===== config.mk =====
export PLATFORM = sky130hd
export DESIGN_NAME = go_back_n_arq_endpoint
export DESIGN_NICKNAME = d
export VERILOG_FILES = /design/src/design/gbn_pkg.sv /design/src/design/gbn_front.sv /design/src/design/gbn_queue.sv /design/src/design/gbn_back.sv /design/src/design/go_back_n_arq_endpoint.sv
export SDC_FILE = /design/constraint.sdc
export NUM_CORES = 1
export LEC_CHECK = 0
export ABC_AREA = 1
export BUFFER_PORTS_ARGS = -buffer_cell sky130_fd_sc_hd__buf_4
export CAP_MARGIN = 10
export CORE_UTILIZATION = 60
export CTS_CLUSTER_SIZE = 20
export DETAILED_ROUTE_END_ITERATION = 8
export HOLD_SLACK_MARGIN = 0.1
export PLACE_DENSITY_LB_ADDON = 0.12
export SLEW_MARGIN = 20
export SYNTH_ARGS = -nofsm -noshare
export SYNTH_HDL_FRONTEND = slang
export SYNTH_SLANG_ARGS = --single-unit
export TNS_END_PERCENT = 30

===== constraint.sdc =====
create_clock -name clk -period 6.4 [get_ports clk]
set_input_delay 0.32 -clock clk [delete_from_list [all_inputs] [get_ports clk]]
set_output_delay 0.32 -clock clk [all_outputs]
set_load 0.01 [all_outputs]

===== src/design/gbn_pkg.sv =====
// gbn_pkg: shared types, constants and helpers for the go-back-n endpoint
// no dependencies; used by gbn_front, gbn_queue, gbn_back and the top level

package gbn_pkg;

  localparam int SeqBits      = 3;
  localparam int SeqMod       = 1 << SeqBits;
  localparam int MaxSeq       = SeqMod - 1;
  localparam int PayloadWidth = 32;
  localparam int TimerWidth   = 16;
  localparam int QueueDepth   = 2;   // power of two, pointers wrap naturally
  localparam int QPtrBits     = $clog2(QueueDepth);

  typedef logic [SeqBits-1:0]      seq_t;
  typedef logic [PayloadWidth-1:0] payload_t;
  typedef logic [TimerWidth-1:0]   timer_t;

  localparam timer_t TimeoutReset = TimerWidth'(10000);
  localparam timer_t TimerMax     = {TimerWidth{1'b1}};
  localparam seq_t   MaxSeqVal    = SeqBits'(MaxSeq);

  // input operation codes
  typedef enum logic [1:0] {
    OP_SEND = 2'd0,
    OP_RECV = 2'd1,
    OP_TICK = 2'd2
  } op_t;

  // result kinds
  typedef enum logic [1:0] {
    KIND_DATA    = 2'd0,
    KIND_ACK     = 2'd1,
    KIND_DELIVER = 2'd2,
    KIND_REFUSED = 2'd3
  } kind_t;

  // classified command passed from front to back
  typedef struct packed {
    op_t      kind;
    payload_t payload;
    seq_t     fseq;
    seq_t     fack;
    logic     is_data;
  } cmd_t;

  // true when b lies in the circular range [a, c)
  function automatic logic in_window(seq_t a, seq_t b, seq_t c);
    return ((a <= b) && (b < c)) || ((c < a) && (a <= b)) || ((b < c) && (c < a));
  endfunction

endpackage


===== src/design/gbn_front.sv =====
// gbn_front: takes input transactions and classifies them into commands
// depends on gbn_pkg

module gbn_front (
  input  logic              start,
  input  logic              q_full,
  input  logic [1:0]        in_op,
  input  gbn_pkg::payload_t in_payload,
  input  gbn_pkg::seq_t     in_frame_seq,
  input  gbn_pkg::seq_t     in_frame_ack,
  input  logic              in_frame_is_data,
  output logic              push,
  output gbn_pkg::cmd_t     push_cmd
);

  logic known_op;

  always_comb begin
    unique case (in_op)
      gbn_pkg::OP_SEND, gbn_pkg::OP_RECV, gbn_pkg::OP_TICK: known_op = 1'b1;
      default:                                              known_op = 1'b0;
    endcase
  end

  // unused op codes are swallowed here, they never produce a result
  assign push = start && !q_full && known_op;

  always_comb begin
    push_cmd.kind    = gbn_pkg::op_t'(in_op);
    push_cmd.payload = in_payload;
    push_cmd.fseq    = in_frame_seq;
    push_cmd.fack    = in_frame_ack;
    push_cmd.is_data = in_frame_is_data;
  end

endmodule


===== src/design/gbn_queue.sv =====
// gbn_queue: short command queue between front and back
// depends on gbn_pkg

module gbn_queue (
  input  logic          clk,
  input  logic          rst_n,
  input  logic          push,
  input  gbn_pkg::cmd_t push_cmd,
  input  logic          pop,
  output logic          full,
  output logic          valid,
  output gbn_pkg::cmd_t head
);

  gbn_pkg::cmd_t                  entries_r [gbn_pkg::QueueDepth];
  logic [gbn_pkg::QPtrBits-1:0]   wr_ptr_r, wr_ptr_nxt;
  logic [gbn_pkg::QPtrBits-1:0]   rd_ptr_r, rd_ptr_nxt;
  logic [gbn_pkg::QPtrBits:0]     fill_r, fill_nxt;

  assign full  = (fill_r == (gbn_pkg::QPtrBits+1)'(gbn_pkg::QueueDepth));
  assign valid = (fill_r != '0);
  assign head  = entries_r[rd_ptr_r];

  always_comb begin
    wr_ptr_nxt = push ? wr_ptr_r + 1'b1 : wr_ptr_r;
    rd_ptr_nxt = pop  ? rd_ptr_r + 1'b1 : rd_ptr_r;
    fill_nxt   = fill_r + (gbn_pkg::QPtrBits+1)'(push) - (gbn_pkg::QPtrBits+1)'(pop);
  end

  always_ff @(posedge clk) begin
    if (!rst_n) begin
      wr_ptr_r <= '0;
      rd_ptr_r <= '0;
      fill_r   <= '0;
    end else begin
      wr_ptr_r <= wr_ptr_nxt;
      rd_ptr_r <= rd_ptr_nxt;
      fill_r   <= fill_nxt;
    end
  end

  always_ff @(posedge clk) begin
    if (push) begin
      entries_r[wr_ptr_r] <= push_cmd;
    end
  end

endmodule


===== src/design/gbn_back.sv =====
// gbn_back: executes commands, holds the window state and emits results
// depends on gbn_pkg

module gbn_back (
  input  logic                clk,
  input  logic                rst_n,
  input  gbn_pkg::timer_t     timeout,
  input  logic                q_valid,
  input  gbn_pkg::cmd_t       q_head,
  output logic                q_pop,
  output logic                out_valid,
  output logic [1:0]          out_kind,
  output gbn_pkg::seq_t       out_seq,
  output gbn_pkg::seq_t       out_ack,
  output gbn_pkg::payload_t   out_payload,
  output logic                out_last
);

  typedef enum logic [6:0] {
    ST_IDLE   = 7'b0000001,
    ST_SEND   = 7'b0000010,
    ST_DLV    = 7'b0000100,
    ST_ACK    = 7'b0001000,
    ST_REL    = 7'b0010000,
    ST_TICK   = 7'b0100000,
    ST_RESEND = 7'b1000000
  } state_t;

  state_t                state_r, state_nxt;
  gbn_pkg::cmd_t         cmd_r, cmd_nxt;
  gbn_pkg::seq_t         next_r, next_nxt;
  gbn_pkg::seq_t         oldest_r, oldest_nxt;
  gbn_pkg::seq_t         count_r, count_nxt;
  gbn_pkg::seq_t         exp_r, exp_nxt;
  gbn_pkg::seq_t         ptr_r, ptr_nxt;
  gbn_pkg::seq_t         rem_r, rem_nxt;
  gbn_pkg::timer_t       timers_r [gbn_pkg::SeqMod];
  gbn_pkg::timer_t       timers_nxt [gbn_pkg::SeqMod];
  logic [gbn_pkg::SeqMod-1:0] running_r, running_nxt;
  gbn_pkg::payload_t     window_r [gbn_pkg::SeqMod];
  logic                  win_we;
  logic                  win_re;

  logic                  ov_r, ov_nxt;
  gbn_pkg::kind_t        okind_r, okind_nxt;
  gbn_pkg::seq_t         oseq_r, oseq_nxt;
  gbn_pkg::seq_t         oack_r, oack_nxt;
  gbn_pkg::payload_t     opay_r, opay_nxt;
  logic                  olast_r, olast_nxt;

  gbn_pkg::seq_t         piggy;

  // ack piggybacked on data frames: last frame taken in order
  assign piggy = gbn_pkg::seq_t'(exp_r - 1'b1);

  always_comb begin
    gbn_pkg::timer_t t;
    logic expired;

    state_nxt   = state_r;
    cmd_nxt     = cmd_r;
    next_nxt    = next_r;
    oldest_nxt  = oldest_r;
    count_nxt   = count_r;
    exp_nxt     = exp_r;
    ptr_nxt     = ptr_r;
    rem_nxt     = rem_r;
    timers_nxt  = timers_r;
    running_nxt = running_r;
    win_we      = 1'b0;
    win_re      = 1'b0;
    q_pop       = 1'b0;
    ov_nxt      = 1'b0;
    okind_nxt   = gbn_pkg::KIND_DATA;
    oseq_nxt    = '0;
    oack_nxt    = '0;
    opay_nxt    = '0;
    olast_nxt   = 1'b0;
    t           = '0;
    expired     = 1'b0;

    unique case (state_r)
      ST_IDLE: begin
        if (q_valid) begin
          q_pop   = 1'b1;
          cmd_nxt = q_head;
          unique case (q_head.kind)
            gbn_pkg::OP_SEND: state_nxt = ST_SEND;
            gbn_pkg::OP_RECV: begin
              if (q_head.is_data && (q_head.fseq == exp_r)) begin
                state_nxt = ST_DLV;
              end else begin
                state_nxt = ST_REL;
              end
            end
            gbn_pkg::OP_TICK: state_nxt = ST_TICK;
            default:          state_nxt = ST_IDLE;
          endcase
        end
      end

      ST_SEND: begin
        ov_nxt    = 1'b1;
        olast_nxt = 1'b1;
        if (count_r == gbn_pkg::MaxSeqVal) begin
          okind_nxt = gbn_pkg::KIND_REFUSED;
        end else begin
          okind_nxt           = gbn_pkg::KIND_DATA;
          oseq_nxt            = next_r;
          oack_nxt            = piggy;
          opay_nxt            = cmd_r.payload;
          win_we              = 1'b1;
          timers_nxt[next_r]  = '0;
          running_nxt[next_r] = 1'b1;
          count_nxt           = gbn_pkg::seq_t'(count_r + 1'b1);
          next_nxt            = gbn_pkg::seq_t'(next_r + 1'b1);
        end
        state_nxt = ST_IDLE;
      end

      ST_DLV: begin
        ov_nxt    = 1'b1;
        okind_nxt = gbn_pkg::KIND_DELIVER;
        opay_nxt  = cmd_r.payload;
        state_nxt = ST_ACK;
      end

      ST_ACK: begin
        ov_nxt    = 1'b1;
        okind_nxt = gbn_pkg::KIND_ACK;
        oack_nxt  = exp_r;
        olast_nxt = 1'b1;
        exp_nxt   = gbn_pkg::seq_t'(exp_r + 1'b1);
        state_nxt = ST_REL;
      end

      // cumulative release, one slot a cycle
      ST_REL: begin
        if ((count_r != '0) && gbn_pkg::in_window(oldest_r, cmd_r.fack, next_r)) begin
          running_nxt[oldest_r] = 1'b0;
          timers_nxt[oldest_r]  = '0;
          count_nxt             = gbn_pkg::seq_t'(count_r - 1'b1);
          oldest_nxt            = gbn_pkg::seq_t'(oldest_r + 1'b1);
        end else begin
          state_nxt = ST_IDLE;
        end
      end

      ST_TICK: begin
        for (int i = 0; i < gbn_pkg::SeqMod; i++) begin
          if (running_r[i]) begin
            t = timers_r[i];
            if (t != gbn_pkg::TimerMax) begin
              t = gbn_pkg::timer_t'(t + 1'b1);
            end
            timers_nxt[i] = t;
            if (t >= timeout) begin
              expired = 1'b1;
            end
          end
        end
        if (expired && (count_r != '0)) begin
          ptr_nxt   = oldest_r;
          rem_nxt   = count_r;
          state_nxt = ST_RESEND;
        end else begin
          state_nxt = ST_IDLE;
        end
      end

      // resend the whole window, oldest first; payload read from the window
      ST_RESEND: begin
        ov_nxt             = 1'b1;
        okind_nxt          = gbn_pkg::KIND_DATA;
        oseq_nxt           = ptr_r;
        oack_nxt           = piggy;
        win_re             = 1'b1;
        olast_nxt          = (rem_r == gbn_pkg::seq_t'(1));
        timers_nxt[ptr_r]  = '0;
        running_nxt[ptr_r] = 1'b1;
        ptr_nxt            = gbn_pkg::seq_t'(ptr_r + 1'b1);
        rem_nxt            = gbn_pkg::seq_t'(rem_r - 1'b1);
        if (rem_r == gbn_pkg::seq_t'(1)) begin
          state_nxt = ST_IDLE;
        end
      end

      default: state_nxt = ST_IDLE;
    endcase
  end

  always_ff @(posedge clk) begin
    if (!rst_n) begin
      state_r   <= ST_IDLE;
      next_r    <= '0;
      oldest_r  <= '0;
      count_r   <= '0;
      exp_r     <= '0;
      ptr_r     <= '0;
      rem_r     <= '0;
      running_r <= '0;
      ov_r      <= 1'b0;
      for (int i = 0; i < gbn_pkg::SeqMod; i++) begin
        timers_r[i] <= '0;
      end
    end else begin
      state_r   <= state_nxt;
      next_r    <= next_nxt;
      oldest_r  <= oldest_nxt;
      count_r   <= count_nxt;
      exp_r     <= exp_nxt;
      ptr_r     <= ptr_nxt;
      rem_r     <= rem_nxt;
      running_r <= running_nxt;
      ov_r      <= ov_nxt;
      timers_r  <= timers_nxt;
    end
  end

  always_ff @(posedge clk) begin
    cmd_r   <= cmd_nxt;
    okind_r <= okind_nxt;
    oseq_r  <= oseq_nxt;
    oack_r  <= oack_nxt;
    olast_r <= olast_nxt;
    if (win_re) begin
      opay_r <= window_r[ptr_r];
    end else begin
      opay_r <= opay_nxt;
    end
    if (win_we) begin
      window_r[next_r] <= cmd_r.payload;
    end
  end

  assign out_valid   = ov_r;
  assign out_kind    = okind_r;
  assign out_seq     = oseq_r;
  assign out_ack     = oack_r;
  assign out_payload = opay_r;
  assign out_last    = olast_r;

endmodule


===== src/design/go_back_n_arq_endpoint.sv =====
// go_back_n_arq_endpoint: top level of the sliding-window arq endpoint
// depends on gbn_pkg, gbn_front, gbn_queue and gbn_back
//
// channel   | handshake            | payload
// ----------+----------------------+---------------------------------------------
// input     | start / busy         | in_op, in_payload, in_frame_seq,
//           |                      | in_frame_ack, in_frame_is_data
// result    | out_valid strobe     | out_kind, out_seq, out_ack, out_payload,
//           |                      | out_last
// config    | cfg_we               | cfg_wdata (timeout in ticks)
//
// a transaction is taken when start is high and busy low; busy rises only
// when the two-entry command queue is full
// in the back end a send is handled in the send state; a received frame passes
// through delivery and ack when it is in-order data and then a release walk that
// frees one slot a cycle; a tick updates the timers and, on expiry, resends the window
// results leave a register one per cycle with a single-cycle strobe and
// cannot be held off; out_last marks the final result of a transaction
// reset is synchronous and active low; it empties the window, stops all
// timers and loads the default timeout of 10000 ticks

module go_back_n_arq_endpoint (
  input  logic                 clk,
  input  logic                 rst_n,
  input  logic                 start,
  output logic                 busy,
  input  logic [1:0]           in_op,
  input  gbn_pkg::payload_t    in_payload,
  input  gbn_pkg::seq_t        in_frame_seq,
  input  gbn_pkg::seq_t        in_frame_ack,
  input  logic                 in_frame_is_data,
  output logic                 out_valid,
  output logic [1:0]           out_kind,
  output gbn_pkg::seq_t        out_seq,
  output gbn_pkg::seq_t        out_ack,
  output gbn_pkg::payload_t    out_payload,
  output logic                 out_last,
  input  logic                 cfg_we,
  input  gbn_pkg::timer_t      cfg_wdata
);

  gbn_pkg::timer_t timeout_r, timeout_nxt;
  logic            q_full;
  logic            q_valid;
  logic            q_pop;
  logic            push;
  gbn_pkg::cmd_t   push_cmd;
  gbn_pkg::cmd_t   q_head;

  // timeout register; the user must write it only while the endpoint is idle, the block does not enforce this
  assign timeout_nxt = cfg_we ? cfg_wdata : timeout_r;

  always_ff @(posedge clk) begin
    if (!rst_n) begin
      timeout_r <= gbn_pkg::TimeoutReset;
    end else begin
      timeout_r <= timeout_nxt;
    end
  end

  assign busy = q_full;

  // front end: accept and classify
  gbn_front u_front (
    .start            (start),
    .q_full           (q_full),
    .in_op            (in_op),
    .in_payload       (in_payload),
    .in_frame_seq     (in_frame_seq),
    .in_frame_ack     (in_frame_ack),
    .in_frame_is_data (in_frame_is_data),
    .push             (push),
    .push_cmd         (push_cmd)
  );

  // decoupling queue
  gbn_queue u_queue (
    .clk      (clk),
    .rst_n    (rst_n),
    .push     (push),
    .push_cmd (push_cmd),
    .pop      (q_pop),
    .full     (q_full),
    .valid    (q_valid),
    .head     (q_head)
  );

  // back end: window, timers and result generation
  gbn_back u_back (
    .clk         (clk),
    .rst_n       (rst_n),
    .timeout     (timeout_r),
    .q_valid     (q_valid),
    .q_head      (q_head),
    .q_pop       (q_pop),
    .out_valid   (out_valid),
    .out_kind    (out_kind),
    .out_seq     (out_seq),
    .out_ack     (out_ack),
    .out_payload (out_payload),
    .out_last    (out_last)
  );

endmodule


==> results of run 1 <==
[logic make-up (layout without fill, tap and decap cells)]
group	count (synthesis)	after routing	synth area share, %
AOI/OAI and AO/OA	721	721	13.8
xor gates and xnor gates	80	80	2.29
adders and majority gates	153	153	6.28
buffers and inverters	446	622	5.93
DFF	600	600	51.5
muxes	86	86	2.97
other	0	2	0
and+or+nand+nor	1264	1264	17.3
[through the flow]
| stage | util [%] | setup WS, ps | total power [mW] |
|---|---|---|---|
| after floorplan | - | 2510 | 5.34 |
| after global placement | 63.3 | 2540 | 5.65 |
| after detailed placement | 63.3 | 2240 | 5.68 |
| after CTS | 69.2 | 2220 | 9.52 |
| after global routing | 69.2 | 1620 | 9.78 |
| final | 69.2 | 2150 | 9.48 |
[power breakdown]
part           total [mW]  internal (mW)  switching (mW)
clock                3.82           2.25            1.57
combinational       0.887          0.302           0.585
sequential           4.77           4.53           0.235
total                9.48           7.09            2.39
[metal layers]
layer	vias up	GRT usage (%)	wire [um]
met5	-	0	0
met4	0	11.5	2640
met3	178	3.76	5000
met2	968	51.8	38100
met1	11800	38.2	32500
li1	11900	-	-
[how the worst max path moves through the flow]
stage                            endpoint  slack, ps  cells past startpoint
floorplan           u_back.window_r[0][0]       2510                      8
global placement                     flop       2540                     24
detailed placement                   flop       2240                     24
CTS                                  flop       2220                     24
global route                         flop       1620                     24
finish                               flop       2150                     24
[state kept, by name, summed over array words and instances, names as in the netlist, 2 cells and up, named ones only]
name                flops
u_back.out_payload     32
u_back.cmd_r           35
u_queue.entries_r      82
u_queue.fill_r          2
u_back.exp_r            3
u_back.oldest_r         3
u_back.state_r          7
u_back.window_r       256
u_back.next_r           3
u_back.ptr_r            3
u_back.running_r        8
u_back.out_kind         2
u_back.out_ack          3
timeout_r              16
u_back.rem_r            3
u_back.timers_r       128
u_back.out_seq          3
u_back.count_r          3
[worst reg2reg max path: stages, from the launching register on]
cell      delay, ps
dfxtp_1         410
ha_1            220
inv_1            70
nor3_1          340
nand4_1         520
o21ai_0         460
inv_1            90
ha_1            300
inv_1            70
o21bai_1         70
nand2_1          70
nand2_1          50
nand2_1          70
nand2_1          60
nand2_1          50
nand3_1         120
nand2_1          90
nand2_1          60
nor2_1          160
nand2_1         140
nand3_1         260
nand2_1         140
inv_1           150
nor2_1           60
nor2_1          140
[timing repair]
item,CTS,global route
hold buffers,77,0
endpoints found under the hold margin,116,0
setup buffers,0,0
[layout make-up]
cell class                 count  area [um^2]  area share [%]
timing repair buffer         204         1720            4.96
antenna                        2         5.00          0.0144
clock inverter                38          488            1.40
tap                          672          841            2.42
inverter                     302         1140            3.29
multi-input combinational   2304        13100            37.7
sequential                   600        15800            45.3
clock buffer                  78         1730            4.96
[synth_stat cells, types with 19 or more instances]
cell	count
nand2_1	657
edfxtp_1	373
inv_1	287
nor2_1	273
a21oi_1	270
o21ai_0	264
dfxtp_1	227
nand3_1	170
ha_1	152
nor3_1	88
clkbuf_1	87
xor2_1	67
mux2i_1	48
mux2_2	38
o31ai_1	38
o221ai_1	36
nand4_1	33
buf_2	23
nor4_1	21
buf_1	19
o32ai_1	19
==> qor.txt, run 1 <==
Syn_nets = 3564
Initial drt markers = 2175
Worst-Margin Slew = 1110 ps
Maximum clock insertion buffer count = 3
Initial Util = 60.8%
Post-synth EDFFs = 373
Cts bufs inserted = 61
Fmax = 235 MHz
Area grow syn2layout = 13.7%
Ys flop type = edfxtp_1
Number of routed nets with antenna violations = 0
RSZ-0062 raised after global routing = false
Synth area leaders = edfxtp_1, dfxtp_1, nand2_1
Clk root buf = clkbuf_16
Die area = 51900 um^2
Design Area, Final = 34800 um^2
Max-slew headroom = 26.2%
Largest net degree at the start of global routing = 101
WHS Path Cells = 5
Crit path required time = 6960 ps
Arr. time, crit path = 4800 ps
Hold Path Origin = start
Leakage = 13.2 nW
R2R setup slack = 2150 ps
Outcome = finished clean
Yosys top cell by area = edfxtp_1
VDD IR max = 0.000224 V
CORE AREA = 50300 um^2
Via count of the first global-routing pass = 24300
CTS resizes = 0
Cell Area, Synth = 30600 um^2
Die Width = 228 um
Netlist cell types = 53
Finished Layout Cells = 4200
Final period utilization = 66.4%
Hold WC Path Type = input port to flop
Fin. max-slew vios = 0
Worst-path clk slew = 60 ps
First-pass GRT wire length = 126 mm
Slowest cell on the critical path = nand4_1
Worst-Skew Late Latency = 660 ps
Fin. Hold Viols = 0
Worst hold margin = 127 ps
Drt via density = 5.93
CP Cell Sequence = ha_1 > inv_1 > nor3_1 > nand4_1 > o21ai_0 > inv_1 > ha_1 > inv_1 > o21bai_1 > nand2_1 > nand2_1 > nand2_1 > nand2_1 > nand2_1 > nand3_1 > nand2_1 > nand2_1 > nor2_1 > nand2_1 > nand3_1 > nand2_1 > inv_1 > nor2_1 > nor2_1
Gr ovfl total = 0
WL final = 78.3 mm
Die Y = 228 um
CP max stage delay = 520 ps
Layout cells sized above 1 = 8.93%
Crit path launch type = flop
# clock sinks = 600
Min Tclk post-route = 4250 ps
TritonCTS clock tree = yes
Placed inst area = 31800 um^2
Commonest non-fill, non-tap cell in the layout = nand2_1
FF-to-FF path depth = 24
Reg-to-Reg Start = u_back.timers_r[64]
CTS H-Tree Depth = 2
Port-buffer cells = 103
FILL cells = 3830
GR Util All Layers = 29.9%
Max Clock Skew = 25.6 ps
Critical path's top delay family = simple AND/OR/NAND/NOR gates
Crit path capture type = flop
Top-Level Pins = 104
GP Congestion = 0.929
Most frequent cells in the layout = nand2_1, edfxtp_1, inv_1
DR vias = 24900
Drt wl/cell = 18.6 um
Drt pass-1 iters = 5
Async S/R FF share, synth = 0%
CP bufs+invs = 4
Yosys top cell area share = 36.6%
Crit path max fanout = 13
Post-route setup TNS = 0 ps
#FFs+latches synth = 600
Post-Syn Area per Cell = 9.13 um^2
Post-synthesis sequential area ratio = 51.5%
Initial antenna violation count = 2
Cells after synthesis = 3350
Crit-path most repeated cell = nand2_1
DR DRC count = 0
PwrDens = 272 nW/um^2
CP startpoint = u_back.timers_r[64]
Synth Warn # = 0
Crit Path Category = flop to flop
Nets = 3687
# rows = 82
Final setup fails = 0
Hold EP = u_queue.wr_ptr_r
DP Wirelength = 47.7 mm
Placed cells = 4005
Max Cap Violations = 0
Power figures use the tool's default switching activity.
==> inputs of run 2 (changes only) <==
- clock period: 6.4 -> 4.4 ns (I/O delays scaled with it)
==> qor.txt, run 2 (same netlist as run 1, synthesis figures left out) <==
Nets = 3700 (+0.35%)
Crit path max fanout = 8 (-5)
Most frequent cells in the layout = nand2_1, edfxtp_1, inv_1
Layout cells sized above 1 = 9.16% (+0.23 points)
Largest net degree at the start of global routing = 129 (+28%)
Number of routed nets with antenna violations = 0 (unchanged)
Drt wl/cell = 18.7 um (+0.53%)
Top-Level Pins = 104 (unchanged)
Outcome = finished clean
Arr. time, crit path = 4490 ps (-310 ps)
P_sw = 3.42 mW (+43%)
PwrDens = 396 nW/um^2 (+45%)
Sequential share of power = 50.1% (-0.2 points)
Port-buffer cells = 103 (unchanged)
Commonest non-fill, non-tap cell in the layout = nand2_1
Max-slew headroom = 28.5% (+2.3 points)
Min Tclk post-route = 3970 ps (-280 ps)
Initial antenna violation count = 0 (-2)
First-pass GRT wire length = 126 mm (+0.27%)
Fin. Hold Viols = 0 (unchanged)
Internal power = 10.4 mW (+47%)
Max Cap Violations = 0 (unchanged)
DP Wirelength = 48.0 mm (+0.58%)
Share of total power in the clock network = 40.3% (about the same)
Area grow syn2layout = 14.1%
Fmax = 252 MHz (+7.1%)
Die Width = 228 um (unchanged)
Max Clock Skew = 26.5 ps (+0.913 ps)
DR vias = 24900 (unchanged)
Post-route setup TNS = 0 ps (unchanged)
RSZ-0062 raised after global routing = false
WL final = 78.9 mm (+0.72%)
GP Congestion = 0.927 (-0.17%)
Die area = 51900 um^2 (unchanged)
FILL cells = 3793 (-0.97%)
Crit path capture type = flop
Worst hold margin = 278 ps (+152 ps)
DR DRC count = 0 (unchanged)
Final period utilization = 90.1% (+24 points)
Crit path required time = 4920 ps (-2040 ps)
Worst-Skew Late Latency = 640 ps (-20 ps)
Top flop regs = u_back.window_r: 256 flops, u_back.timers_r: 128 flops, u_queue.entries_r: 82 flops
Crit path launch type = flop
Initial Util = 60.8% (unchanged)
Hold WC Path Type = input port to flop
CTS H-Tree Depth = 2 (unchanged)
Antenna diode count = 0 (-2)
Final setup fails = 0 (unchanged)
GR Util All Layers = 30.0% (about the same)
Drt via density = 5.92 (-0.19%)
# clock sinks = 600 (unchanged)
Worst-Margin Slew = 1070 ps (-36.6 ps)
CORE AREA = 50300 um^2 (unchanged)
Initial drt markers = 2060 (-5.3%)
Worst-path clk slew = 70 ps (about the same)
Fin. max-slew vios = 0 (unchanged)
TritonCTS clock tree = yes
Crit Path Category = flop to flop
# rows = 82 (unchanged)
Largest Register = u_back.window_r
Gr ovfl total = 0 (unchanged)
Die Y = 228 um (unchanged)
Maximum clock insertion buffer count = 3 (unchanged)
Max FFs per register = 256 (unchanged)
VDD IR max = 0.000355 V (+58%)
Via count of the first global-routing pass = 24700 (+1.3%)
Comb pwr share = 9.6% (+0.2 points)
Clk root buf = clkbuf_16
Cts bufs inserted = 58 (-4.9%)
Drt pass-1 iters = 6 (+1)
Leakage = 13.2 nW (+0.42%)
Switch share = 24.8% (-0.44 points)
[run 2: changes by cell type in the layout (fill, tap and decap cells not counted), moves of 4 or more]
cell	delta
clkbuf_1	+6
clkinv_1	-4
buf_4	+12
bufinv_16	+6
clkbuf_16	-7
[run 2: critical path, stage by stage, from the launching register on]
cell     delay, ps
dfxtp_1        440
ha_1           210
nand2_1         90
nor3_1         280
nand2_1        140
nor2_1         130
nand2_1         70
nor2_1         330
nor2_1         130
nand2_1         90
xor2_1         180
inv_1           80
ha_1           280
nand2_1         50
nor2_1         120
nand2_1         70
nand2_1         50
nand2_1         40
nand3_1         70
nand2_1         50
inv_1           50
nor2_1          30
nand2_1        120
nand3_1        250
nand2_1        220
inv_1          110
nor2_1         100
nor2_1          60
[run 2: routing by layer]
layer / routed length (um) / track usage, %
met1: 32300 / 37.9
met5: 0 / 0
met4: 2510 / 11.8
met3: 5040 / 3.45
met2: 39000 / 52.4
[run 2: path summary, 6_finish.rpt]
path / start / end / slack (ps) / cells after the start
worst max register to register: u_back.timers_r[16] / flop / 430 / 27
worst max-delay path: u_back.timers_r[16] / flop / 430 / 27
worst min register to register: u_queue.rd_ptr_r / u_queue.rd_ptr_r / 460 / 1
worst min-delay path: cfg_we / timeout_r[7] / 280 / 3
[run 2: area by class of cell]
class | instances | area, um^2 | area share, %
clock buffers | 77 | 1570 | 4.49
clock inverters | 33 | 599 | 1.72
inverters | 302 | 1140 | 3.27
multi-input cells | 2304 | 13100 | 37.6
flip-flops and latches | 600 | 15800 | 45.1
well taps | 672 | 841 | 2.41
repair buffers | 220 | 1860 | 5.34
[run 2: repair_timing]
item / 4_1_cts / 5_1_grt
hold endpoints to repair: 119 / 0
hold buffers: 80 / 0
setup buffers: 0 / 5
endpoints found under the setup margin: 0 / 8
gates resized for setup: 0 / 5
[run 2: power by group through the flow]
stage               clock network, mW  logic [mW]  registers (mW)
CTS                              5.64        1.33            6.92
floorplan                           0       0.843            6.92
detailed placement                  0        1.25            7.03
finish                           5.56        1.33            6.93
global route                     5.85        1.45            6.97
global placement                    0        1.21            7.01
[run 2: metrics by stage]
| step | utilization, % | power (mW) | area (um^2) | std cells | worst slack [ps] |
|---|---|---|---|---|---|
| 2_1_floorplan | - | 7.76 | 30600 | 3350 | 511 |
| 3_3_place_gp | 63.4 | 8.21 | 31900 | 4013 | 611 |
| 3_5_place_dp | 63.4 | 8.29 | 31900 | 4013 | 433 |
| 4_1_cts | 69.3 | 13.9 | 34800 | 4203 | 389 |
| 5_1_grt | 69.4 | 14.3 | 34900 | 4208 | 36.0 |
| 6_report | 69.4 | 13.8 | 34900 | 4208 | 434 |
